**config.mk**
```make
export PLATFORM = sky130hd
export DESIGN_NAME = interval_map_table_top
export DESIGN_NICKNAME = d
export VERILOG_FILES = /design/src/imt_pkg.sv /design/src/imt_datapath.sv /design/src/imt_ctrl.sv /design/src/interval_map_table_top.sv
export VERILOG_INCLUDE_DIRS = /design/src /design/src/src
export SDC_FILE = /design/constraint.sdc
export NUM_CORES = 2
export LEC_CHECK = 0
export CAP_MARGIN = 30
export CORE_AREA = 2 2 485 680
export CTS_CLUSTER_DIAMETER = 40
export DETAILED_ROUTE_END_ITERATION = 16
export DIE_AREA = 0 0 487 682
export DONT_BUFFER_PORTS = 1
export GPL_TIMING_DRIVEN = 0
export PLACE_DENSITY = 0.58
export RECOVER_POWER = 100
export SLEW_MARGIN = 20
export SYNTH_ARGS = -nofsm -noshare
export SYNTH_HDL_FRONTEND = slang
export SYNTH_SLANG_ARGS = --single-unit
```
**constraint.sdc**
```tcl
create_clock -name clock -period 4.8 [get_ports clock]
set_input_delay 1.2 -clock clock [delete_from_list [all_inputs] [get_ports clock]]
set_output_delay 1.2 -clock clock [all_outputs]
set_load 0.05 [all_outputs]
```
**src/interval_map_table_top_defines.svh**
```systemverilog
// Shared assertion macros for the interval map table.
`ifndef INTERVAL_MAP_TABLE_TOP_DEFINES_SVH
`define INTERVAL_MAP_TABLE_TOP_DEFINES_SVH

// Check that an antecedent implies a consequent in the same cycle.
`define IMT_ASSERT_IMPL(label, clk, rst, ante, cons, msg) \
   label: assert property (@(posedge clk) disable iff (rst) (ante) |-> (cons)) \
      else $error(msg);

// Check that an antecedent implies a consequent in the next cycle.
`define IMT_ASSERT_NEXT(label, clk, rst, ante, cons, msg) \
   label: assert property (@(posedge clk) disable iff (rst) (ante) |=> (cons)) \
      else $error(msg);

`endif

```
**src/imt_pkg.sv**
```systemverilog
`timescale 1ns / 1ps
`default_nettype none
package imt_pkg;
   localparam int CAPACITY_DEF   = 64;
   localparam int KEY_BITS_DEF   = 32;
   localparam int VALUE_BITS_DEF = 16;

   localparam logic [1:0] STATUS_DONE  = 2'd0;
   localparam logic [1:0] STATUS_EMPTY = 2'd1;
   localparam logic [1:0] STATUS_FULL  = 2'd2;

   localparam logic ACTION_LOOKUP = 1'b0;
   localparam logic ACTION_ASSIGN = 1'b1;

   // Controller to datapath commands.
   typedef struct packed {
      logic load;       // capture request word, clear scan state
      logic scan_rd;    // issue read of entry scan index
      logic scan_eval;  // evaluate read data of previous read
      logic plan;       // compute new layout after scan
      logic move_rd;    // issue read for compaction move
      logic move_wr;    // write one entry of the compaction
      logic commit;     // update entry count, build response
   } cmd_type;

   // Datapath to controller status.
   typedef struct packed {
      logic is_assign;
      logic empty_range;
      logic skip;       // nothing to change
      logic full;
      logic scan_last;  // scan read index past the last entry or table empty
      logic move_done;
      logic move_write; // current move step writes
   } stat_type;
endpackage
`default_nettype wire

```
**src/imt_datapath.sv**
```systemverilog
`timescale 1ns / 1ps
`default_nettype none
module imt_datapath #(
   parameter int CAPACITY   = 64,
   parameter int KEY_BITS   = 32,
   parameter int VALUE_BITS = 16
) (
   input  wire logic                  clock,
   input  wire logic                  reset,
   input  wire imt_pkg::cmd_type      cmd,
   output imt_pkg::stat_type          stat,
   input  wire logic                  req_action,
   input  wire logic [KEY_BITS-1:0]   req_range_begin,
   input  wire logic [KEY_BITS-1:0]   req_range_end,
   input  wire logic [VALUE_BITS-1:0] req_new_value,
   input  wire logic [KEY_BITS-1:0]   req_query_key,
   input  wire logic [15:0]           dflt,
   output logic [15:0]                found_value,
   output logic [1:0]                 status
);
   import imt_pkg::*;

   localparam int IW = $clog2(CAPACITY);
   localparam int CW = $clog2(CAPACITY + 1);
   localparam int PW = CW + 1;

   logic [KEY_BITS-1:0]   keys_mem [CAPACITY];
   logic [VALUE_BITS-1:0] vals_mem [CAPACITY];

   logic [CW-1:0] count_ff, count_in;
   logic act_ff;
   logic [KEY_BITS-1:0] b_ff, e_ff, q_ff;
   logic [VALUE_BITS-1:0] v_ff;

   // Scan results.
   logic [CW-1:0] idx_ff;         // next entry to read
   logic [CW-1:0] ridx_ff;        // index of data in rk/rv
   logic [CW-1:0] n_lt_b_ff;      // entries with key < begin
   logic [CW-1:0] n_lt_e_ff;      // entries with key < end
   logic          end_hit_ff;
   logic          any_ff;
   logic [VALUE_BITS-1:0] below_ff; // value below end or at/below query
   logic [KEY_BITS-1:0]   rk_ff;
   logic [VALUE_BITS-1:0] rv_ff;

   // Plan results.
   logic [PW-1:0] new_count_ff;
   logic          full_ff, skip_ff;
   logic [CW-1:0] src_ff, dst_ff; // tail move source and destination
   logic          shift_up_ff;    // tail moves toward higher indexes
   logic [CW-1:0] moves_left_ff;
   logic          move_wr_pend_ff;
   logic [CW-1:0] mv_dst_ff;
   logic          ins_phase_ff;   // writing begin / end points

   logic [15:0] fv_ff;
   logic [1:0]  st_ff;

   // Memory read port.
   logic [IW-1:0] rd_addr;
   always_comb begin
      rd_addr = idx_ff[IW-1:0];
      if (cmd.move_rd) rd_addr = src_ff[IW-1:0];
   end
   always_ff @(posedge clock) begin
      if (cmd.scan_rd || cmd.move_rd) begin
         rk_ff <= keys_mem[rd_addr];
         rv_ff <= vals_mem[rd_addr];
      end
   end

   logic [KEY_BITS-1:0] lim;
   logic lim_lt, key_lt_b;
   always_comb begin
      lim      = act_ff ? e_ff : q_ff;
      lim_lt   = act_ff ? (rk_ff < e_ff) : (rk_ff <= q_ff);
      key_lt_b = rk_ff < b_ff;
   end

   // Plan arithmetic.
   logic [PW-1:0] tail_cnt, nc;
   logic [PW-1:0] dst_start;
   always_comb begin
      tail_cnt  = PW'(count_ff) - PW'(n_lt_e_ff);
      dst_start = PW'(n_lt_b_ff) + (end_hit_ff ? PW'(1) : PW'(2));
      nc        = dst_start + tail_cnt;
   end

   logic [KEY_BITS-1:0]   wr_key;
   logic [VALUE_BITS-1:0] wr_val;
   logic [IW-1:0]         wr_addr;
   logic                  wr_en;

   always_ff @(posedge clock) begin
      if (reset) begin
         count_ff <= '0;
      end else begin
         count_ff <= count_in;
      end
      if (wr_en) begin
         keys_mem[wr_addr] <= wr_key;
         vals_mem[wr_addr] <= wr_val;
      end
   end

   always_comb begin
      count_in = count_ff;
      if (cmd.commit && act_ff && !(b_ff >= e_ff) && !skip_ff && !full_ff)
         count_in = new_count_ff[CW-1:0];
   end

   // Write path: tail moves, then end point (if not already present), then begin point.
   always_comb begin
      wr_en   = 1'b0;
      wr_addr = mv_dst_ff[IW-1:0];
      wr_key  = rk_ff;
      wr_val  = rv_ff;
      if (cmd.move_wr) begin
         if (!ins_phase_ff) begin
            wr_en = move_wr_pend_ff;
         end else begin
            wr_en = 1'b1;
            if (moves_left_ff == CW'(1)) begin
               wr_addr = n_lt_b_ff[IW-1:0];
               wr_key  = b_ff;
               wr_val  = v_ff;
            end else begin
               wr_addr = IW'(n_lt_b_ff + CW'(1));
               wr_key  = e_ff;
               wr_val  = below_ff;
            end
         end
      end
   end

   always_ff @(posedge clock) begin
      if (cmd.load) begin
         act_ff     <= req_action;
         b_ff       <= req_range_begin;
         e_ff       <= req_range_end;
         v_ff       <= req_new_value;
         q_ff       <= req_query_key;
         idx_ff     <= '0;
         n_lt_b_ff  <= '0;
         n_lt_e_ff  <= '0;
         end_hit_ff <= 1'b0;
         any_ff     <= 1'b0;
         below_ff   <= VALUE_BITS'(dflt);
      end
      if (cmd.scan_rd) begin
         ridx_ff <= idx_ff;
         idx_ff  <= idx_ff + CW'(1);
      end
      if (cmd.scan_eval) begin
         if (lim_lt) begin
            below_ff  <= rv_ff;
            any_ff    <= 1'b1;
            n_lt_e_ff <= ridx_ff + CW'(1);
         end
         if (key_lt_b) n_lt_b_ff <= ridx_ff + CW'(1);
         if (rk_ff == lim) end_hit_ff <= 1'b1;
      end
      if (cmd.plan) begin
         new_count_ff  <= nc;
         full_ff       <= nc > PW'(CAPACITY);
         skip_ff       <= !any_ff && (v_ff == VALUE_BITS'(dflt));
         shift_up_ff   <= dst_start > PW'(n_lt_e_ff);
         ins_phase_ff  <= 1'b0;
         move_wr_pend_ff <= 1'b0;
         moves_left_ff <= tail_cnt[CW-1:0];
         if (dst_start > PW'(n_lt_e_ff)) begin
            src_ff <= CW'(PW'(count_ff) - PW'(1));
            dst_ff <= CW'(nc - PW'(1));
         end else begin
            src_ff <= n_lt_e_ff;
            dst_ff <= dst_start[CW-1:0];
         end
      end
      if (cmd.move_rd) begin
         mv_dst_ff       <= dst_ff;
         move_wr_pend_ff <= 1'b1;
         moves_left_ff   <= moves_left_ff - CW'(1);
         src_ff <= shift_up_ff ? src_ff - CW'(1) : src_ff + CW'(1);
         dst_ff <= shift_up_ff ? dst_ff - CW'(1) : dst_ff + CW'(1);
      end
      if (cmd.move_wr) begin
         move_wr_pend_ff <= 1'b0;
         if (ins_phase_ff) begin
            moves_left_ff <= moves_left_ff - CW'(1);
         end else if (moves_left_ff == '0) begin
            ins_phase_ff  <= 1'b1;
            moves_left_ff <= end_hit_ff ? CW'(1) : CW'(2);
         end
      end
      if (cmd.commit) begin
         fv_ff <= '0;
         st_ff <= STATUS_DONE;
         if (!act_ff) fv_ff <= 16'(below_ff);
         else if (b_ff >= e_ff) st_ff <= STATUS_EMPTY;
         else if (!skip_ff && full_ff) st_ff <= STATUS_FULL;
      end
   end

   always_comb begin
      stat.is_assign   = act_ff;
      stat.empty_range = b_ff >= e_ff;
      stat.skip        = skip_ff;
      stat.full        = full_ff;
      stat.scan_last   = (idx_ff >= count_ff);
      stat.move_done   = ins_phase_ff && (moves_left_ff == '0);
      stat.move_write  = move_wr_pend_ff || ins_phase_ff ||
                         (moves_left_ff == '0);
      found_value      = fv_ff;
      status           = st_ff;
   end
endmodule
`default_nettype wire

```
**src/imt_ctrl.sv**
```systemverilog
`timescale 1ns / 1ps
`default_nettype none
module imt_ctrl (
   input  wire logic              clock,
   input  wire logic              reset,
   input  wire logic              req_valid,
   output logic                   req_ready,
   output logic                   rsp_valid,
   input  wire logic              rsp_ready,
   output imt_pkg::cmd_type       cmd,
   input  wire imt_pkg::stat_type stat
);
   import imt_pkg::*;
   `include "interval_map_table_top_defines.svh"

   localparam logic [2:0] S_IDLE = 3'd0;
   localparam logic [2:0] S_SCAN = 3'd1;
   localparam logic [2:0] S_EVAL = 3'd2;
   localparam logic [2:0] S_PLAN = 3'd3;
   localparam logic [2:0] S_DEC  = 3'd4;
   localparam logic [2:0] S_MOVE = 3'd5;
   localparam logic [2:0] S_DONE = 3'd6;

   logic [2:0] state_ff, state_in;
   logic       rsp_valid_ff, rsp_valid_in;

   always_ff @(posedge clock) begin
      if (reset) begin
         state_ff     <= S_IDLE;
         rsp_valid_ff <= 1'b0;
      end else begin
         state_ff     <= state_in;
         rsp_valid_ff <= rsp_valid_in;
      end
   end

   always_comb begin
      state_in     = state_ff;
      rsp_valid_in = rsp_valid_ff && !rsp_ready;
      cmd          = '0;
      req_ready    = (state_ff == S_IDLE) && !rsp_valid_ff;
      case (state_ff)
         S_IDLE: begin
            if (req_valid && req_ready) begin
               cmd.load = 1'b1;
               state_in = S_SCAN;
            end
         end
         S_SCAN: begin
            // read each entry in turn, evaluating it before the next read; stop at the end of the table
            if (stat.scan_last) begin
               state_in = S_PLAN;
            end else begin
               cmd.scan_rd = 1'b1;
               state_in    = S_EVAL;
            end
         end
         S_EVAL: begin
            cmd.scan_eval = 1'b1;
            state_in      = S_SCAN;
         end
         S_PLAN: begin
            cmd.plan = 1'b1;
            state_in = S_DEC;
         end
         S_DEC: begin
            if (!stat.is_assign || stat.empty_range || stat.skip || stat.full)
               state_in = S_DONE;
            else
               state_in = S_MOVE;
         end
         S_MOVE: begin
            // alternate read and write of each shifted entry
            if (stat.move_done) begin
               state_in = S_DONE;
            end else if (stat.move_write) begin
               cmd.move_wr = 1'b1;
            end else begin
               cmd.move_rd = 1'b1;
            end
         end
         S_DONE: begin
            cmd.commit   = 1'b1;
            rsp_valid_in = 1'b1;
            state_in     = S_IDLE;
         end
         default: state_in = S_IDLE;
      endcase
   end

   assign rsp_valid = rsp_valid_ff;

   `IMT_ASSERT_NEXT(a_done_valid, clock, reset, state_ff == S_DONE, rsp_valid_ff, "no rsp")
   `IMT_ASSERT_IMPL(a_ready_idle, clock, reset, req_ready, state_ff == S_IDLE, "ready busy")
   `IMT_ASSERT_IMPL(a_one_cmd, clock, reset, 1'b1, $onehot0(cmd), "cmd overlap")
endmodule
`default_nettype wire

```
**src/interval_map_table_top.sv**
```systemverilog
// Interval map table: sorted breakpoint table in a single-port memory.
// An operation scans all N stored entries, then plans; an assign that changes the table
// then reads and writes each moved entry and writes one or two insert points.
// Throughput: one word at a time; next request taken once the response left.
// Reset (synchronous, active high) empties the table and clears default.
`timescale 1ns / 1ps
`default_nettype none
module interval_map_table_top #(
   parameter int CAPACITY   = imt_pkg::CAPACITY_DEF,
   parameter int KEY_BITS   = imt_pkg::KEY_BITS_DEF,
   parameter int VALUE_BITS = imt_pkg::VALUE_BITS_DEF
) (
   input  wire logic                  clock,
   input  wire logic                  reset,
   input  wire logic                  req_valid,
   output logic                       req_ready,
   input  wire logic                  req_action,
   input  wire logic [KEY_BITS-1:0]   req_range_begin,
   input  wire logic [KEY_BITS-1:0]   req_range_end,
   input  wire logic [VALUE_BITS-1:0] req_new_value,
   input  wire logic [KEY_BITS-1:0]   req_query_key,
   output logic                       rsp_valid,
   input  wire logic                  rsp_ready,
   output logic [15:0]                rsp_found_value,
   output logic [1:0]                 rsp_status,
   input  wire logic                  csr_valid,
   output logic                       csr_ready,
   input  wire logic [15:0]           csr_data
);
   import imt_pkg::*;

   cmd_type  cmd;
   stat_type stat;
   logic [15:0] dflt_ff;

   // Hold default value; it must be written only while idle, which the block does not enforce.
   assign csr_ready = 1'b1;
   always_ff @(posedge clock) begin
      if (reset) dflt_ff <= '0;
      else if (csr_valid) dflt_ff <= csr_data;
   end

   imt_ctrl u_ctrl (
      .clock, .reset, .req_valid, .req_ready, .rsp_valid, .rsp_ready,
      .cmd, .stat
   );

   imt_datapath #(
      .CAPACITY(CAPACITY), .KEY_BITS(KEY_BITS), .VALUE_BITS(VALUE_BITS)
   ) u_dp (
      .clock, .reset, .cmd, .stat, .req_action, .req_range_begin,
      .req_range_end, .req_new_value, .req_query_key, .dflt(dflt_ff),
      .found_value(rsp_found_value), .status(rsp_status)
   );
endmodule
`default_nettype wire

```
# Yosys cells after proc, flatten, opt, wreduce, memory -nomap -nowiden
# Memory sizes are Yosys's and may differ from the RTL's. A register that Yosys moved wholly into a read port is not among the register bits.
# Index checks and enable logic that the tools add are counted.
# W data, S select, Z words.
dict set report totals {
  mem_count 2
  romBits 0
  input_bits 134
  regBits 243
  output_inout_bits 21
  latchBits 0
  ramBits 3072
  elab_cells 165
}
# memory depth width read_ports rd_ports_with_merged_regs wr line
set mem_list {}
lappend mem_list {u_dp.keys_mem 64 32 1 1 1 imt_datapath.sv:27} ;# logic [KEY_BITS-1:0] keys_mem [CAPACITY];
lappend mem_list {u_dp.vals_mem 64 16 1 1 1 imt_datapath.sv:28} ;# logic [VALUE_BITS-1:0] vals_mem [CAPACITY];
dict set report classes {
  eq_ne 11
  add_sub_neg 13
  bitwise_logic 1
  n_div 0
  order_cmp 7
  reduce_logical 29
  shift 0
  n_mul 0
  mux 73
}
# op count
set ops {}
lappend ops {{$mux W7} 21}
lappend ops {{$mux W32} 4}
lappend ops {{$mux W16} 6}
lappend ops {{$lt A32 B32 Y1} 2}
lappend ops {{$sub A7 B1 Y7 const B} 5}
lappend ops {{$eq A32 B32 Y1} 1}
lappend ops {{$ge A32 B32 Y1} 1}
lappend ops {{$le A32 B32 Y1} 1}
lappend ops {{$mux W1} 29}
lappend ops {{$add A7 B1 Y7 const B} 4}
lappend ops {{$mux W6} 4}
lappend ops {{$pmux W3 S6} 1}
lappend ops {{$eq A16 B16 Y1} 1}
lappend ops {{$mux W2} 6}
lappend ops {{$logic_and A1 B1 Y1} 10}
lappend ops {{$eq A3 B3 Y1 const B} 3}
lappend ops {{$add A7 B2 Y8} 1}
lappend ops {{$add A8 B8 Y8} 1}
lappend ops {{$gt A8 B7 Y1} 1}
lappend ops {{$gt A8 B7 Y1 const B} 1}
lappend ops {{$sub A7 B7 Y8} 1}
lappend ops {{$eq A7 B1 Y1 const B} 1}
lappend ops {{$ge A7 B7 Y1} 1}
lappend ops {{$logic_not A1 Y1} 7}
lappend ops {{other kinds (12)} 21}

# Longest topological paths before layout
dict set report logic_depth {
  ltp_word 9
  mapped_depth 15
  ltp_nobuf 15
}

# Hierarchy
# A second synthesis with hierarchy kept.
dict set report unflattened {
  hier_cells 6402
  hier_area_um2 133539.3
}
# module area_per_inst_um2 cells_per_inst seq_area_each_um2 n_inst
set modules_own_cells {}
lappend modules_own_cells {imt_datapath 132667.2 6314 99845.8 1}
lappend modules_own_cells {interval_map_table_top 591.8 54 320.3 1}
lappend modules_own_cells {imt_ctrl 280.3 34 80.1 1}

# Worst setup path before layout
# OpenSTA, ideal clock, no wires.
dict set report synth_path {
  kind {reg2reg}
  start {register u_ctrl.state_ff[1]}
  end {register u_dp.n_lt_b_ff[1]}
  path_buffers 1
  synth_period_minus_slack_ns 5.919
  required_time_ns 4.680
  path_slack_ns -1.119
  setup_ns 0.120
  stages_incl_launch_ff 7
  arrival_ns 5.800
  path_cell_list {dfxtp_1 clkbuf_1 nor4_1 nand2_1 inv_1 a21oi_1 a32o_1}
}
# item line
set synth_rtl {}
lappend synth_rtl {{start, declared} imt_ctrl.sv:24} ;# logic [2:0] state_ff, state_in;
lappend synth_rtl {{start signal, assigned} imt_ctrl.sv:32} ;# state_ff <= state_in;
lappend synth_rtl {{end signal, assigned} imt_datapath.sv:160} ;# if (key_lt_b) n_lt_b_ff <= ridx_ff + CW'(1);
lappend synth_rtl {{end, declared} imt_datapath.sv:38} ;# logic [CW-1:0] n_lt_b_ff;

# Worst setup path in the final report
dict set report layout_path {
  start {register u_dp.moves_left_ff[0]}
  end {register u_dp.rv_ff[13], read port of u_dp.vals_mem, data pin}
}
dict set report layout_between {
  elab_chain_cells 6
  elab_cells_between_ends 8
  classes_between {mux (4); reduce/logical (4)}
}
# item line
set layout_lines {}
lappend layout_lines {{start, declared} imt_datapath.sv:51} ;# logic [CW-1:0] moves_left_ff;
lappend layout_lines {{start signal, assigned} imt_datapath.sv:170} ;# moves_left_ff <= tail_cnt[CW-1:0];
lappend layout_lines {{start signal, assigned} imt_datapath.sv:182} ;# moves_left_ff <= moves_left_ff - CW'(1);
lappend layout_lines {{start signal, assigned} imt_datapath.sv:189} ;# moves_left_ff <= moves_left_ff - CW'(1);
lappend layout_lines {{$logic_not A7 Y1 *} {imt_datapath.sv:210, imt_datapath.sv:212}}
lappend layout_lines {{$logic_or A1 B1 Y1} imt_datapath.sv:211} ;# stat.move_write = move_wr_pend_ff || ins_phase_ff ||
lappend layout_lines {{$mux W1} imt_ctrl.sv:76} ;# end else if (stat.move_write) begin
lappend layout_lines {{$mux W2 *} imt_ctrl.sv:74} ;# if (stat.move_done) begin
lappend layout_lines {{$mux W2 *} imt_ctrl.sv:42} ;# case (state_ff)
lappend layout_lines {{$mux W6 / $logic_or A1 B1 Y1 (equally long branches)} {imt_datapath.sv:63, imt_datapath.sv:66}}
lappend layout_lines {{end, declared} imt_datapath.sv:44} ;# logic [VALUE_BITS-1:0] rv_ff;
# Every way passes the cells marked *; elsewhere a longest branch is shown, timed or not.
# A chain may end at the register's enable or synchronous reset.

==> metrics.txt <==
Worst-Skew Late Latency=940 ps; DR iter-0 viols=10.82k; critical path required time=5170 ps; largest area contributor in the netlist=edfxtp_1; Post-synth top flop=edfxtp_1; Power, Total=93.04 mW; HP Class=in -> reg; # clock sinks=3361; synth cell count leaders=3293 x edfxtp_1, 1489 x nand2_1, 527 x nand3_1, 422 x mux4_2, 232 x clkbuf_1; Clock transition at path regs=60 ps; fin crit period=5402 ps; outcome=finished, violations left; FP Rows=249; global route overflow=0; Synth async-reset ratio=0%; via density per instance=6.034; die area=332100 µm²; dpl hpwl=349600 µm; routability cong.=0.9438; clk_skew=51.32 ps; Hold Buf Count CTS=0; RSZ-0062 raised after global routing=yes; utilization after layout=49.11%; layout cells sized above 1=20.57%; WHS=352.3 ps; antenna violations before repair=68; footprint of the multi-input gates=32260 µm²; Yosys reg bits=3361; post-synth top area share=74.22%; via count=80.99k; sequential-to-total area share from yosys stat=75.24%; largest net degree at the start of global routing=49; Worst-Margin Slew=1169 ps; Reg area=100300 µm²; die height=682 µm; most numerous cell in the Yosys netlist=edfxtp_1; synthesized area per cell=16.44 µm²; Cell Area, Synth=133200 µm²; synthesized netlist cell count=8103; Syn Nets=8414; number of flops mapped to enable cells by yosys=3293; top post-synthesis cells by area=edfxtp_1 74%, mux4_2 7.1%, nand2_1 4.2%, nand3_1 2.0%, ha_1 1.6%; H-tree depth=5; Worst Setup Start Kind=flop; area grow syn2layout=20.48%; fin crit share=112.5%; fin. max-slew vios=0; Arrival @ worst endpoint=5770 ps; Remaining DRCs=0; Final Hold Viols=0; CORE AREA=326800 µm²; Critical Path Fanout Max=7; Non-Filler Instances=13.42k; post-route antenna net violation count=0; Worst slew margin=21.63%; chip width=487 µm; crit path kind=reg -> reg; Post-Route WL=477200 µm; clk buf depth=4; DRT Pass-1 Iters=10; Max Freq=185.1 MHz; vias in the first global route=78.85k; initial cell density of the core=40.77%; CTS root buffer=clkbuf_16; fin worst setup slack=-601.9 ps; leakage=53.57 nW; fin nets=9152; final setup fails=38; Cell variety after synth=74; failing checks=setup timing; Ports=155; synth warn=0; max cap viols=0; Routed WL per cell=35.55 µm; nature of the critical path endpoint=flop; CTS buffer count=346; CTS tree=done; GR Util All Layers=28.20%; # fillers=26.67k; Post-DP Area=147000 µm²; placed cell count=12.70k; Final Cell Area=160500 µm²; first-pass GRT wire length=644600 µm; Power Density=579.6 nW/µm²; peak supply drop=0.5104 mV; Buffers on Ports=0
-- per-stage QoR --
stage,setup TNS [ps],worst slack [ps]
finish,-4373,-601.9
CTS,-1681,-353.3
floorplan,-4829,-12.58
global placement,-,-6445
detailed placement,-1085030,-2296
global route,-2258,-421.3
-- per-layer routing --
layer | share of wire (%) | routed length, µm | global-route usage, %
met4 | 9.2 | 43680 | 21.69
met1 | 33 | 157100 | 31.65
met3 | 9.1 | 43620 | 5.615
met5 | 0.0048 | 23 | 0
met2 | 49 | 232900 | 47.26
-- logic make-up (layout without fill, tap and decap cells) --
kind of cell / Yosys count / in the layout / share of synthesized area, %
compound gates: 726 / 726 / 3.724
xor+xnor: 99 / 99 / 0.6508
fa+ha+maj: 177 / 177 / 1.690
buf+inv: 580 / 1591 / 1.796
flops: 3361 / 3361 / 75.24
mux: 582 / 582 / 8.372
other cells: 1 / 43 / 0.002815
simple gates: 2577 / 2577 / 8.522
-- placed cells by master (no fill, tap or decap), types with 38 or more instances in the layout --
cell type / netlist / routed
edfxtp_1: 3293 / 3293
nand2_1: 1489 / 1484
nand3_1: 527 / 526
mux4_2: 422 / 422
clkbuf_16: 0 / 356
clkbuf_1: 232 / 197
nand4_1: 193 / 193
buf_12: 0 / 186
ha_1: 172 / 171
inv_1: 147 / 144
buf_16: 0 / 144
a22oi_1: 196 / 138
a31oi_1: 138 / 138
mux2i_1: 123 / 120
nor2_1: 184 / 111
a21oi_1: 100 / 100
buf_4: 2 / 87
buf_2: 131 / 69
dfxtp_1: 68 / 66
nor2_4: 0 / 64
xnor2_1: 62 / 62
a22oi_2: 0 / 58
clkbuf_2: 0 / 54
o21ai_0: 97 / 48
o21ai_4: 0 / 48
a21o_1: 45 / 45
clkinv_2: 0 / 44
diode_2: 0 / 42
clkinv_1: 0 / 42
buf_6: 6 / 38
-- power breakdown --
| part | switching (mW) | leakage (nW) | internal, mW |
|---|---|---|---|
| Sequential | 0.857 | 30.2 | 35.3 |
| Clock | 11.9 | 5.40 | 15.0 |
| Combinational | 20.2 | 17.9 | 9.77 |
| Total | 33.0 | 53.6 | 60.1 |
-- final cells by class --
cell class,instances,area share [%]
Buffer,421,1.728
Sequential cell,3361,62.46
Tap cell,4267,3.326
Clock buffer,404,5.649
Timing Repair Buffer,401,5.012
Inverter,148,0.3531
Multi-Input combinational cell,4162,20.10
Antenna cell,42,0.06548
Clock inverter,217,1.312
-- worst max-delay path: stages, from the launching register on --
cell and delay [ps]:
dfxtp_4 360, inv_4 60, ha_4 150, or4b_4 490, o211ai_4 290, buf_12 180
inv_8 40, mux2_4 410, buf_16 200, buf_16 160, buf_12 150, mux4_2 320
a22oi_2 250, nand4_1 640, nand4b_1 1080
-- flip-flops by register name, summed over array words and instances (netlist names), 3 cells and up --
signal / count
u_dp.rv_ff: 16
u_dp.ridx_ff: 7
u_dp.dst_ff: 6
u_dp.q_ff: 32
dflt_ff: 16
u_dp.rk_ff: 32
u_dp.n_lt_e_ff: 7
u_dp.below_ff: 16
u_ctrl.state_ff: 3
u_dp.v_ff: 16
u_dp.moves_left_ff: 7
u_dp.new_count_ff: 7
u_dp.n_lt_b_ff: 7
u_dp.mv_dst_ff: 6
u_dp.vals_mem: 1024
u_dp.idx_ff: 7
u_dp.keys_mem: 2048
u_dp.src_ff: 6
u_dp.b_ff: 32
u_dp.count_ff: 7
u_dp.found_value: 16
u_dp.e_ff: 32
-- timing repair --
item | in CTS | in global routing
resized for setup | 383 | 126
cloned | 1 | 0
endpoints found under the setup margin | 4257 | 421
pin swaps | 50 | 65
setup buffers | 48 | 21
-- path summary, 6_finish.rpt --
path,end,from,depth (start not counted),slack (ps)
setup / recovery,u_dp.rv_ff[13],u_dp.moves_left_ff[0],14,-600
hold / removal,u_dp.b_ff[3],req_range_begin[3],0,350
hold reg to reg,u_dp.any_ff,u_dp.any_ff,1,460
setup reg to reg,u_dp.rv_ff[13],u_dp.moves_left_ff[0],14,-600
Power figures use the tool's default switching activity.
